**config.mk**
```make
export PLATFORM = sky130hd
export DESIGN_NAME = short_count_bit_packer
export DESIGN_NICKNAME = d
export VERILOG_FILES = /design/src/rtl/scbp_pkg.sv /design/src/rtl/scbp_front.sv /design/src/rtl/scbp_queue.sv /design/src/rtl/scbp_back.sv /design/src/rtl/short_count_bit_packer.sv
export SDC_FILE = /design/constraint.sdc
export NUM_CORES = 1
export LEC_CHECK = 0
export ABC_AREA = 1
export BUFFER_PORTS_ARGS = -buffer_cell sky130_fd_sc_hd__buf_2
export CAP_MARGIN = 20
export CORE_MARGIN = 4
export CORE_UTILIZATION = 46
export DETAILED_ROUTE_END_ITERATION = 16
export PLACE_DENSITY_LB_ADDON = 0.2
export SLEW_MARGIN = 20
export SYNTH_ARGS = -nofsm -noshare
export SYNTH_HDL_FRONTEND = slang
export SYNTH_HIERARCHICAL = 1
export SYNTH_SLANG_ARGS = --single-unit
```
**constraint.sdc**
```tcl
create_clock -name clk -period 6 [get_ports clk]
set_clock_uncertainty 0.15 [all_clocks]
set_input_delay 0.9 -clock clk [delete_from_list [all_inputs] [get_ports clk]]
set_output_delay 0.9 -clock clk [all_outputs]
set_load 0.02 [all_outputs]
```
**src/rtl/scbp_pkg.sv**
```systemverilog
`timescale 1ns / 1ps
`default_nettype none
// ----------------------------------------------------------------------------
// Short count bit packer: shared types and constants
// Request structs, the byte job handed from front to back, and code values.
// ----------------------------------------------------------------------------
package scbp_pkg;

  localparam int unsigned CountW   = 31;
  localparam int unsigned MaxBytes = 7;
  localparam int unsigned NumW     = 3;

  localparam logic        ActEncode = 1'b0;
  localparam logic        ActFlush  = 1'b1;

  localparam logic [7:0]  EscapeMark = 8'd254;

  // 2-bit codes for counts 0, 2 and 3
  localparam logic [3:0]  CodeZero  = 4'b0000;
  localparam logic [3:0]  CodeTwo   = 4'b0001;
  localparam logic [3:0]  CodeThree = 4'b0010;
  // 4-bit codes for counts 1, 4 and 5, and the escape
  localparam logic [3:0]  CodeOne   = 4'b0011;
  localparam logic [3:0]  CodeFour  = 4'b0111;
  localparam logic [3:0]  CodeFive  = 4'b1011;
  localparam logic [3:0]  CodeEsc   = 4'b1111;

  typedef struct packed {
    logic              action;
    logic [CountW-1:0] count_value;
  } in_item_t;

  typedef struct packed {
    logic [7:0] out_byte;
    logic       last_of_run;
  } out_item_t;

  typedef struct packed {
    logic [NumW-1:0]               num;
    logic [MaxBytes-1:0][7:0]      bytes;
  } job_t;

  typedef struct packed {
    logic valid;
    job_t job;
  } job_req_t;

endpackage : scbp_pkg
`default_nettype wire

```
**src/rtl/scbp_front.sv**
```systemverilog
`timescale 1ns / 1ps
`default_nettype none
// ----------------------------------------------------------------------------
// Short count bit packer: front end
// Classifies each request, updates the partial byte and emits a byte job.
// ----------------------------------------------------------------------------
module scbp_front import scbp_pkg::*; (
  input  wire logic     clk,
  input  wire logic     rst,
  input  wire logic     accept,
  input  wire in_item_t item,
  output job_req_t      req
);

  logic [7:0]        partial_byte;
  logic [1:0]        bit_position;
  logic [7:0]        partial_byte_next;
  logic [1:0]        bit_position_next;

  logic [CountW-1:0] v;
  logic [3:0]        code;
  logic              is_long;
  logic              escape;
  logic [2:0]        offset;
  logic [15:0]       acc;
  logic [3:0]        total;
  logic              full_byte;
  logic              one_byte;
  logic              two_pre;
  job_t              job;

  always_comb begin
    v       = item.count_value;
    escape  = 1'b0;
    is_long = 1'b0;
    case (v)
      31'd0:   code = CodeZero;
      31'd2:   code = CodeTwo;
      31'd3:   code = CodeThree;
      31'd1:   begin code = CodeOne;  is_long = 1'b1; end
      31'd4:   begin code = CodeFour; is_long = 1'b1; end
      31'd5:   begin code = CodeFive; is_long = 1'b1; end
      default: begin code = CodeEsc;  is_long = 1'b1; escape = 1'b1; end
    endcase

    offset    = {bit_position, 1'b0};
    acc       = {8'd0, partial_byte} | ({12'd0, code} << offset);
    total     = {1'b0, offset} + (is_long ? 4'd4 : 4'd2);
    full_byte = total[3];
    one_byte  = (v < {{(CountW-8){1'b0}}, EscapeMark});
    two_pre   = (offset == 3'd6);

    job               = '0;
    job.bytes[0]      = acc[7:0];
    partial_byte_next = partial_byte;
    bit_position_next = bit_position;

    if (item.action == ActFlush) begin
      job.bytes[0]      = partial_byte;
      job.num           = (bit_position != 2'd0) ? 3'd1 : 3'd0;
      partial_byte_next = '0;
      bit_position_next = '0;
    end else if (escape) begin
      partial_byte_next = '0;
      bit_position_next = '0;
      if (two_pre) begin
        // straddled escape: top pair in first byte, high pair padded in second
        job.bytes[1] = acc[15:8];
        if (one_byte) begin
          job.bytes[2] = v[7:0];
          job.num      = 3'd3;
        end else begin
          job.bytes[2] = EscapeMark;
          job.bytes[3] = v[7:0];
          job.bytes[4] = v[15:8];
          job.bytes[5] = v[23:16];
          job.bytes[6] = {1'b0, v[30:24]};
          job.num      = 3'd7;
        end
      end else begin
        if (one_byte) begin
          job.bytes[1] = v[7:0];
          job.num      = 3'd2;
        end else begin
          job.bytes[1] = EscapeMark;
          job.bytes[2] = v[7:0];
          job.bytes[3] = v[15:8];
          job.bytes[4] = v[23:16];
          job.bytes[5] = {1'b0, v[30:24]};
          job.num      = 3'd6;
        end
      end
    end else begin
      job.num           = full_byte ? 3'd1 : 3'd0;
      partial_byte_next = full_byte ? acc[15:8] : acc[7:0];
      bit_position_next = total[2:1];
    end

    req.valid = accept && (job.num != 3'd0);
    req.job   = job;
  end

  always_ff @(posedge clk) begin
    if (rst) begin
      partial_byte <= '0;
      bit_position <= '0;
    end else if (accept) begin
      partial_byte <= partial_byte_next;
      bit_position <= bit_position_next;
    end
  end

endmodule : scbp_front
`default_nettype wire

```
**src/rtl/scbp_queue.sv**
```systemverilog
`timescale 1ns / 1ps
`default_nettype none
// ----------------------------------------------------------------------------
// Short count bit packer: job queue
// Small FIFO of byte jobs between the front and back ends.
// ----------------------------------------------------------------------------
module scbp_queue import scbp_pkg::*; #(
  parameter int unsigned Depth = 4
) (
  input  wire logic     clk,
  input  wire logic     rst,
  input  wire job_req_t wr,
  output logic          full,
  input  wire logic     take,
  output logic          has_job,
  output job_t          head
);

  localparam int unsigned PtrW = (Depth > 1) ? $clog2(Depth) : 1;
  localparam int unsigned CntW = $clog2(Depth + 1);
  localparam logic [PtrW-1:0] LastPtr = PtrW'(Depth - 1);
  localparam logic [CntW-1:0] FullCnt = CntW'(Depth);

  job_t            mem [Depth];
  logic [PtrW-1:0] wr_ptr;
  logic [PtrW-1:0] rd_ptr;
  logic [CntW-1:0] count;
  logic            do_wr;
  logic            do_rd;

  assign full    = (count == FullCnt);
  assign has_job = (count != '0);
  assign head    = mem[rd_ptr];
  assign do_wr   = wr.valid && !full;
  assign do_rd   = take && has_job;

  always_ff @(posedge clk) begin
    if (do_wr) begin
      mem[wr_ptr] <= wr.job;
    end
  end

  always_ff @(posedge clk) begin
    if (rst) begin
      wr_ptr <= '0;
      rd_ptr <= '0;
      count  <= '0;
    end else begin
      if (do_wr) begin
        wr_ptr <= (wr_ptr == LastPtr) ? '0 : wr_ptr + 1'b1;
      end
      if (do_rd) begin
        rd_ptr <= (rd_ptr == LastPtr) ? '0 : rd_ptr + 1'b1;
      end
      case ({do_wr, do_rd})
        2'b10:   count <= count + 1'b1;
        2'b01:   count <= count - 1'b1;
        default: count <= count;
      endcase
    end
  end

endmodule : scbp_queue
`default_nettype wire

```
**src/rtl/scbp_back.sv**
```systemverilog
`timescale 1ns / 1ps
`default_nettype none
// ----------------------------------------------------------------------------
// Short count bit packer: back end
// Holds one byte job and hands its bytes out one request at a time.
// ----------------------------------------------------------------------------
module scbp_back import scbp_pkg::*; (
  input  wire logic clk,
  input  wire logic rst,
  input  wire logic has_job,
  input  wire job_t head,
  output logic      take,
  output logic      empty,
  input  wire logic pop,
  output out_item_t result
);

  job_t            job;
  logic [NumW-1:0] idx;
  logic            busy;
  logic            last;
  logic            advance;

  assign last    = (idx == job.num - 1'b1);
  assign advance = busy && pop;
  assign take    = has_job && (!busy || (advance && last));
  assign empty   = !busy;

  assign result = '{out_byte: job.bytes[idx], last_of_run: last};

  always_ff @(posedge clk) begin
    if (rst) begin
      busy <= 1'b0;
      idx  <= '0;
      job  <= '0;
    end else if (take) begin
      job  <= head;
      idx  <= '0;
      busy <= 1'b1;
    end else if (advance) begin
      // drop the job after its final byte
      if (last) begin
        busy <= 1'b0;
      end else begin
        idx <= idx + 1'b1;
      end
    end
  end

endmodule : scbp_back
`default_nettype wire

```
**src/rtl/short_count_bit_packer.sv**
```systemverilog
`timescale 1ns / 1ps
`default_nettype none
// ----------------------------------------------------------------------------
// Short count bit packer
// Packs counts into a byte stream in 2- and 4-bit codes plus escape bytes, LSB first.
// ----------------------------------------------------------------------------
// Usage:
//   Input queue: drive item and push; a request is taken at a clock edge with
//   push high and full low. item.action selects encode or flush.
//   Output queue: while empty is low, result holds the oldest packed byte;
//   pop high at a clock edge takes it. last_of_run marks the final byte that
//   one input request produced. Requests that produce no byte give nothing.
// Timing:
//   The front end takes one request per cycle while full is low and turns it
//   into a byte job of 0 to 7 bytes. With the back end idle, the first byte
//   reaches result through the job queue, then the back end register; older
//   jobs still ahead of it delay it further. The back end delivers one byte
//   per cycle while pop is high, so the sustained rate is one request per
//   cycle while requests average at most one byte each.
//   Escape runs of up to 7 bytes are absorbed by the QueueDepth job queue.
// Reset and stall:
//   rst clears the partial byte, the fill point and the queue. If the
//   receiver stops popping, the job queue fills and full is raised; no
//   byte is lost.
// ----------------------------------------------------------------------------
module short_count_bit_packer import scbp_pkg::*; #(
  parameter int unsigned QueueDepth = 4
) (
  input  wire logic     clk,
  input  wire logic     rst,
  input  wire in_item_t item,
  input  wire logic     push,
  output logic          full,
  output out_item_t     result,
  output logic          empty,
  input  wire logic     pop
);

  job_req_t front_req;
  logic     accept;
  logic     take;
  logic     has_job;
  job_t     head;

  assign accept = push && !full;

  scbp_front u_front (
    .clk    (clk),
    .rst    (rst),
    .accept (accept),
    .item   (item),
    .req    (front_req)
  );

  scbp_queue #(
    .Depth (QueueDepth)
  ) u_queue (
    .clk     (clk),
    .rst     (rst),
    .wr      (front_req),
    .full    (full),
    .take    (take),
    .has_job (has_job),
    .head    (head)
  );

  scbp_back u_back (
    .clk     (clk),
    .rst     (rst),
    .has_job (has_job),
    .head    (head),
    .take    (take),
    .empty   (empty),
    .pop     (pop),
    .result  (result)
  );

endmodule : short_count_bit_packer
`default_nettype wire
```
# Yosys cells after proc, flatten, opt, wreduce, memory -nomap -nowiden
# Memories as Yosys holds them, arrays and structs flattened. A register that Yosys moved wholly into a read port is not among the register bits.
# Cells that the tools add are included.
# Widths: inputs -> output; s select.
# totals
reg_bits	21
latchBits	0
mem_bits_rw	236
mem_bits_ro	0
output_inout_bits	11
wordCells	85
n_memories	1
# memory_table
memory	words	width	read_ports	rd_clocked_by_memory_dff	wr	line_no	text
u_queue.mem	4	59	1	1	1	scbp_queue.sv:24	job_t mem [Depth];
# classes
addsub	7
mul	0
n_div	0
magnitude_cmp	2
eq_ne	12
shift	1
n_mux	31
bitwise	2
reduce_logical	22
# op_table
operator	n
$mux 48	2
$eq 31x2->1 const B	2
$eq 31x3->1 const B	2
$mux 8	7
$mux 40	1
$eq 31x1->1 const B	1
$logic_not 31->1	1
$lt 31x8->1 const B	1
$mux 31	1
$bmux 8 s3	1
$pmux 4 s6	1
$mux 3	6
$or 8x16->16	1
$shl 4x3->16	1
$eq 2x2->1 const B	4
$mux 2	4
$reduce_bool 2->1	4
$logic_and 1x1->1	7
$mux 1	7
$add 3x1->3 const B	2
$pmux 3 s2	1
$reduce_bool 3->1	2
$reduce_or 6->1	1
$sub 3x1->3 const B	2
12 further kinds	15

# Longest topological paths before layout
# Gate-level depths: netlist of run 1.
# depth
depth_word	12
ltp_mapped	25
ltp_nobuf	25

# Hierarchy
# The synthesis of run 1 kept the hierarchy.
# modules_own_cells
mod	n_inst	cells_per_inst	area_each_um2
scbp_queue	1	641	9220.1
scbp_back	1	537	3622.2
scbp_front	1	313	1657.8
short_count_bit_packer	1	2	10.0

# Worst setup path before layout of run 1
# No wires, ideal clock.
# synth_timing
path_kind	input-to-reg
from	in item[9] (netlist name)
to	mem u_queue/mem[0][0] (netlist name) (enable)
setup_ns	0.476
t_arrival_ns	5.363
required_time_ns	5.374
setup_slack_ns	0.011
stages	17
path_cell_list	nor2_1 nand2_1 nor2_4 inv_2 a21oi_2 nand2_2 o21ai_0 ha_1 inv_1 fa_1 inv_1 nand2_1 nand3_1 nand2_1 a21oi_2 nand2_1 nor2_1
# synth_rtl
element	line_no	text
from (decl)	short_count_bit_packer.sv:31	input wire in_item_t item,
to (decl)	scbp_queue.sv:24	

==> results.md, run 1 <==
- Final min period: 4180 ps
- Die area: 34400 um^2
- Number of H-tree levels: 2
- Yosys warns: 6
- Share of layout cells above drive strength 1: 12.8%
- Setup crit end kind: register
- Dpl hpwl: 21400 um
- Final hold viol count: 0
- Layout Utilization: 52.0%
- Synthesized Nets: 1540
- Tcrit/Tclk final: 69.6%
- Max Freq: 239 MHz
- Fin nets: 1541
- Leakage power: 6.18 nW
- WP data required: 6290 ps
- # resized after CTS: 0
- GR Util All Layers: 20.4%
- Die width: 186 um
- TNS Setup: 0 ps
- Syn Inst Count: 1493
- CTS Hold Bufs: 0
- Worst path arrival time: 4460 ps
- Clock Latency Late Sink: 500 ps
- Power Dens Cells: 450 nW/um^2
- First-pass GRT wire length: 54700 um
- Detail Route Antenna Nets: 0
- Io pins: 47
- Drt first pass iters: 5
- Critical Path Fanout Max: 7
- Area growth from synthesis to layout: 10.5%
- Worst-Margin Slew: 1110 ps
- WL/cell: 18.4 um
- Post-synth top flop: edfxtp_1
- Post-Syn Area: 14500 um^2
- Number of CTS-inserted buffers: 35
- Largest net degree at the start of global routing: 119
- Clk sinks: 318
- Die H: 186 um
- Hold Path Origin: u_front/partial_byte[2]
- Detailed Route Iter0 Violations: 902
- Grt total ovfl: 0
- Layout Cells excl Fill: 1915
- VDD IR max: 0.000266 V
- Post CTS Setup Buffer Count: 0
- CP Launch Point: item[11]
- DR DRC count: 0
- Syn Area/Cell: 9.72 um^2
- Routed WL: 35300 um
- Clock Pin Slew Worst Setup and Hold Paths: 60 ps
- Std cell rows: 64
- FFs w/ async S/R, synth: 0%
- GPL Wtd Cong: 0.867
- Clock root buffer: clkbuf_16
- Unrepaired setup endpoints after global routing: no
- Post-synthesis register bit count: 318
- Final setup vio count: 0
- Relative slew slack: 26.2%
- Outcome: finished, final reports clean
- Reg2reg start: u_back/idx[1]
- Crit path launch type: input pin
- Initial Util: 47.1%
- Max-Cap Viols: 0
- Avg Vias per Cell: 5.40
- Sequential share of the synthesized area: 60.2%
- WS Path Type: in2reg
- CTS tree: yes
- Max-slew violations: 0
- N_diodes: 0
- Vias in the first global route: 9394
- EDFF count, synth: 236
- DR vias: 10300
- Inst Count DP: 1853
- Area of the core: 30800 um^2
- Buffers on Ports: 46
- Initial antenna violation count: 0
- Synth unique cells: 38
- Hold Path Class: reg2reg
- CTS Buffer Depth: 3
worst paths after layout:
| path | end | slack [ps] | cells past startpoint |
|---|---|---|---|
| setup / recovery | u_queue/count[1] | 1820 | 21 |
| hold / removal | u_front/partial_byte[2] | 320 | 2 |
| setup reg to reg | u_back/job[5] | 2450 | 11 |
| hold reg to reg | u_front/partial_byte[2] | 320 | 2 |
state kept, by name, summed over array words and instances (netlist names), named ones only:
signal,cells
u_queue/wr_ptr,2
u_front/partial_byte,8
u_queue/mem,236
u_back/idx,3
u_back/busy,1
u_queue/rd_ptr,2
u_back/job,59
u_front/bit_position,2
u_queue/count,3
report_power, final:
| group | leakage, nW | switching, W | total [W] | internal, W |
|---|---|---|---|---|
| clock | 0.578 | 0.000829 | 0.00217 | 0.00134 |
| sequential | 2.89 | 0.000132 | 0.00278 | 0.00265 |
| combinational | 2.71 | 0.00158 | 0.00227 | 0.000686 |
| total | 6.18 | 0.00254 | 0.00722 | 0.00468 |
worst max-delay path, cell delays in order:
cell and delay [ps]:
buf_2 110, nor2_1 90, nand2_1 180, nor2_4 200, inv_2 60, a21oi_2 140
nand2_2 120, o21ai_0 180, ha_1 210, inv_1 50, fa_1 430, inv_1 100
nand2_1 50, nand3_1 70, nand2_1 110, a21oi_2 180, nand2_1 310, ha_1 340
inv_1 90, fa_1 410, a21oi_1 140
cells by family after synthesis:
| kind of cell | count (synthesis) | synth area share [%] |
|---|---|---|
| fa+ha+maj | 11 | 1.05 |
| simple gates | 598 | 18.1 |
| compound gates | 333 | 13.0 |
| flops | 318 | 60.2 |
| xor+xnor | 2 | 0.121 |
| other cells | 1 | 0.0258 |
| buf+inv | 230 | 7.55 |
synth_stat cells, types with 17 or more instances:
| cell | n | area share, % |
|---|---|---|
| nor2_1 | 307 | 7.9 |
| edfxtp_1 | 236 | 49 |
| nand2_1 | 165 | 4.3 |
| o21ai_0 | 137 | 4.7 |
| inv_1 | 124 | 3.2 |
| dfxtp_1 | 82 | 11 |
| a21oi_1 | 73 | 2.5 |
| o22ai_1 | 60 | 2.6 |
| nand3_1 | 51 | 1.8 |
| clkbuf_1 | 38 | 0.98 |
| nand3_2 | 34 | 2.3 |
| a211oi_1 | 31 | 1.6 |
| buf_2 | 21 | 0.72 |
| buf_6 | 17 | 1.3 |
metal layers:
metal | vias to the layer above | track usage, % | share of wire (%)
met3 | 46 | 3.44 | 5.9
li1 | 5104 | - | -
met2 | 296 | 30.8 | 45
met4 | 0 | 5.54 | 2.2
met1 | 4889 | 30.7 | 47
met5 | - | 0 | 0
placed cells by master (no fill, tap or decap), types with 2 or more instances in the layout:
master and n:
clkinv_1 7, clkinv_2 3, clkbuf_8 7, nand2_2 4, fa_1 2, clkbuf_16 37, dfxtp_1 80, nor2_2 12
nor2_1 303, a31oi_1 8, nand3_1 51, xor2_1 2, nor2_4 5, nand3b_1 2, inv_1 124, o21ai_1 11
nand4_1 4, bufinv_16 3, ha_1 9, a21oi_1 73, a211oi_1 31, buf_12 4, nand3_2 34, o21ai_0 137
o22ai_1 60, clkbuf_1 6, inv_2 6, a21oi_2 12, edfxtp_1 236, nor3_1 14, nand2_4 4, buf_4 9
nand2_1 164, buf_2 46
area by class of cell:
type	count	area, um^2
Sequential cell	318	8730
Timing Repair Buffer	59	378
Clock inverter	12	136
Clock buffer	50	1040
Inverter	135	514
Tap cell	396	495
Fill cell	2745	14800
Multi-Input combinational cell	945	4730
metrics by stage:
stage,worst slack [ps],area (um^2),total power (W),hold WS (ps)
global placement,1370,14800,0.00506,302
floorplan,10.7,14500,0.00461,288
global route,1440,16000,0.00767,342
detailed placement,1280,14800,0.00510,311
finish,1820,16000,0.00722,319
CTS,1800,16000,0.00727,320
Power figures use the tool's default switching activity.
==> run 2, diff against run 1 <==
- ABC_AREA: 1 -> 0
- clock period: 6 -> 3.6 ns (I/O delays scaled with it)
==> results.md, run 2 <==
- Fin nets: 1112 (was 1541)
- Reg2reg start: u_back/job[56] (was u_back/idx[1])
- Syn Area/Cell: 13.9 um^2 (was 9.72 um^2)
- Layout Cells excl Fill: 1474 (was 1915)
- Final hold viol count: 0 (unchanged)
- Inst Count DP: 1414 (was 1853)
- Hold Path Class: in2reg (was reg2reg)
- Crit path launch type: input pin (unchanged)
- Post-synth top flop: edfxtp_1 (unchanged)
- Top cells by count, synth: edfxtp_1 (236), nand2_1 (172), a21oi_1 (123), dfxtp_1 (82), mux4_2 (67) (was nor2_1 (307), edfxtp_1 (236), nand2_1 (165), o21ai_0 (137), inv_1 (124))
- Max-Cap Viols: 0 (unchanged)
- FFs w/ async S/R, synth: 0% (unchanged)
- Top post-synthesis cells by area: edfxtp_1 (53%), dfxtp_1 (12%), mux4_2 (11%), nand2_1 (4.8%), a21oi_1 (4.6%) (was edfxtp_1 (49%), dfxtp_1 (11%), nor2_1 (7.9%), o21ai_0 (4.7%), nand2_1 (4.3%))
- Most common cell after layout, fill and taps aside: edfxtp_1 (was nor2_1)
- Final min period: 3470 ps
- Std cell rows: 62 (was 64)
- GPL Wtd Cong: 0.816 (was 0.867)
- GR Util All Layers: 20.2% (was 20.4%)
- Detail Route Antenna Nets: 0 (unchanged)
- Int Pwr: 0.00675 W (was 0.00468 W)
- Worst path arrival time: 3800 ps (was 4460 ps)
- Relative slew slack: 40.3% (was 26.2%)
- Share of layout cells above drive strength 1: 27.2% (was 12.8%)
- Clk sinks: 318 (unchanged)
- Number of H-tree levels: 1 (was 2)
- Post-Synth XOR/XNOR Area: 0.628% (was 0.121%)
- Unrepaired setup endpoints after global routing: no (unchanged)
- WS Path Type: in2reg (unchanged)
- Clock Latency Late Sink: 560 ps (was 500 ps)
- Clock root buffer: clkbuf_16 (unchanged)
- Power Dens Cells: 574 nW/um^2 (was 450 nW/um^2)
- N_diodes: 0 (unchanged)
- Detailed Route Iter0 Violations: 776 (was 902)
- Initial antenna violation count: 0 (unchanged)
- Initial Util: 46.5% (was 47.1%)
- DR DRC count: 0 (unchanged)
- Overall power: 0.00910 W (was 0.00722 W)
- Synth Area in Compound Gates: 7.93% (was 13.0%)
- Synth top area share: 53.1% (was 48.8%)
- Drt first pass iters: 5 (unchanged)
- CTS tree: yes (unchanged)
- Max reg flops: 236 (unchanged)
- Yosys warns: 6 (unchanged)
- Syn Inst Count: 961 (was 1493)
- Io pins: 47 (unchanged)
- Worst-Margin Slew: 895 ps (was 1110 ps)
- WP data required: 3930 ps (was 6290 ps)
- Post-Syn Area: 13400 um^2 (was 14500 um^2)
- Dpl hpwl: 21000 um (was 21400 um)
- Die area: 31800 um^2 (was 34400 um^2)
- Hold Path Origin: pop (was u_front/partial_byte[2])
- DR vias: 8348 (was 10300)
- Number of CTS-inserted buffers: 31 (was 35)
- Die width: 178 um (was 186 um)
- Tcrit/Tclk final: 96.4%
- TNS Setup: 0 ps (unchanged)
- Post-synthesis register bit count: 318 (unchanged)
- Top Registers: u_queue/mem: 236 flops, u_back/job: 59 flops, u_front/partial_byte: 8 flops (unchanged)
- Sequential share of the synthesized area: 65.3% (was 60.2%)
- Largest Register: u_queue/mem (unchanged)
- Post-Synth Adder-Cell Area: 1.14% (was 1.05%)
- Cell Area, Placed: 14700 um^2 (was 14800 um^2)
- CTS Buffer Depth: 3 (unchanged)
- Clock Pin Slew Worst Setup and Hold Paths: 60 ps (about the same)
- Layout Utilization: 55.2% (was 52.0%)
- Buffers on Ports: 46 (unchanged)
- R2R depth: 13 (was 11)
- EDFF count, synth: 236 (unchanged)
- Clock power frac: 37.1% (was 30.0%)
- Most frequent cells in the layout: edfxtp_1 (236), nand2_1 (172), a21oi_1 (122), dfxtp_1 (80), buf_4 (74) (was nor2_1 (303), edfxtp_1 (236), nand2_1 (164), o21ai_0 (137), inv_1 (124))
- Die H: 178 um (was 186 um)
- Hold worst-path end: u_back/busy (was u_front/partial_byte[2])
- Seq. cell area: 8730 um^2 (unchanged)
- Synthesized Nets: 1008 (was 1540)
- Sw frac: 25.8% (was 35.2%)
- R2r endpoint: u_queue/count[2] (was u_back/job[5])
- Part of the power in registers: 47.5% (was 38.6%)
- Area growth from synthesis to layout: 18.7% (was 10.5%)
- Leakage power: 5.47 nW (was 6.18 nW)
- Comb pwr share: 15.4% (was 31.4%)
- Vias in the first global route: 8272 (was 9394)
- Routed WL: 31800 um (was 35300 um)
- WHS Path Cells: 2 (unchanged)
- FF-to-FF setup slack: 540 ps (was 2450 ps)
- Multiplexer share of the synthesized area: 12.0% (was 0%)
- Most common cell in the netlist: edfxtp_1 (was nor2_1)
- Final setup vio count: 0 (unchanged)
- CTS Hold Bufs: 0 (unchanged)
- Psw: 0.00235 W (was 0.00254 W)
- Synth area leader: edfxtp_1 (unchanged)
- Grt total ovfl: 0 (unchanged)
- Fin area: 15900 um^2 (was 16000 um^2)
- Largest family of logic cells by synthesized area: multiplexers (was simple AND/OR/NAND/NOR gates)
- Area of the core: 28700 um^2 (was 30800 um^2)
- First-pass GRT wire length: 49100 um (was 54700 um)
- Outcome: finished, final reports clean (unchanged)
- VDD IR max: 0.000427 V (was 0.000266 V)
- Max Freq: 288 MHz
- Fill count: 2345 (was 2745)
- WL/cell: 21.6 um (was 18.4 um)
- Avg Vias per Cell: 5.66 (was 5.40)
- Max-slew violations: 0 (unchanged)
- Simple-gate area share of the yosys netlist: 9.75% (was 18.1%)
- Multi-input gate area in the final layout: 4350 um^2 (was 4730 um^2)
- Setup crit end kind: register (unchanged)
- Synth unique cells: 69 (was 38)
- Largest net degree at the start of global routing: 63 (was 119)
- Critical Path Fanout Max: 2 (was 7)
==> run 2: cell families (layout without fill, tap and decap cells) <==
group | Yosys count | count (layout)
xor gates and xnor gates | 8 | 8
buffers and inverters | 85 | 214
AOI/OAI and AO/OA | 182 | 182
adders and majority gates | 11 | 11
and+or+nand+nor | 279 | 279
DFF | 318 | 318
muxes | 77 | 77
other | 1 | 1
==> run 2: critical path, cell delays in order <==
cell and delay [ps]:
buf_2 120, nor4_4 410, and4b_2 340, nand2_4 70
nor3b_4 190, ha_2 200, inv_2 40, fa_2 340
nor2b_4 140, a221oi_4 270, and2_4 190, inv_2 40
ha_4 150, inv_2 50, fa_2 180, xor2_1 80
or3_4 330, a21oi_2 110
==> run 2: worst max-delay path by stage <==
stage	start	endpoint
after CTS	item[26]	u_queue/count[2]
after floorplan	item[19]	u_queue/count[2]
after detailed placement	item[26]	u_queue/count[2]
after global placement	item[21]	u_queue/count[2]
final	item[20]	u_queue/count[2]
after global routing	item[11]	u_queue/count[2]
==> run 2: per-layer routing <==
| metal | up-vias | track usage (%) | wire (um) |
|---|---|---|---|
| met1 | 4235 | 29.4 | 13900 |
| met2 | 269 | 32.2 | 15100 |
| met4 | 0 | 4.86 | 633 |
| met5 | - | 0 | 0 |
| li1 | 3812 | - | - |
| met3 | 32 | 3.33 | 2080 |
==> run 2: area by class of cell <==
cell class | count | area share [%]
Clock inverter | 18 | 1.42
Multi-Input combinational cell | 558 | 27.4
Timing Repair Buffer | 138 | 7.23
Sequential cell | 318 | 55.1
Inverter | 18 | 0.426
Clock buffer | 40 | 5.36
Tap cell | 384 | 3.03
==> run 2: per-stage QoR <==
| step | worst slack [ps] | hold slack (ps) |
|---|---|---|
| 4_1_cts | 105 | 49.5 |
| 3_3_place_gp | -399 | 293 |
| 5_1_grt | 15.9 | 83.9 |
| 6_report | 129 | 81.0 |
| 3_5_place_dp | -465 | 298 |
| 2_1_floorplan | -289 | 283 |
==> run 2: power by group through the flow <==
stage	Combinational, W	Sequential, W	Clock, W
after detailed placement	0.00141	0.00440	0
final	0.00140	0.00432	0.00337
after floorplan	0.00102	0.00432	0
after global placement	0.00140	0.00439	0
after global routing	0.00154	0.00435	0.00361
after CTS	0.00142	0.00432	0.00344
==> run 2: timing repair <==
item | in CTS | in global routing
hold endpoints to repair | 0 | 0
gates resized for setup | 0 | 6
buffers inserted | 0 | 2
setup endpoints to repair | 0 | 2
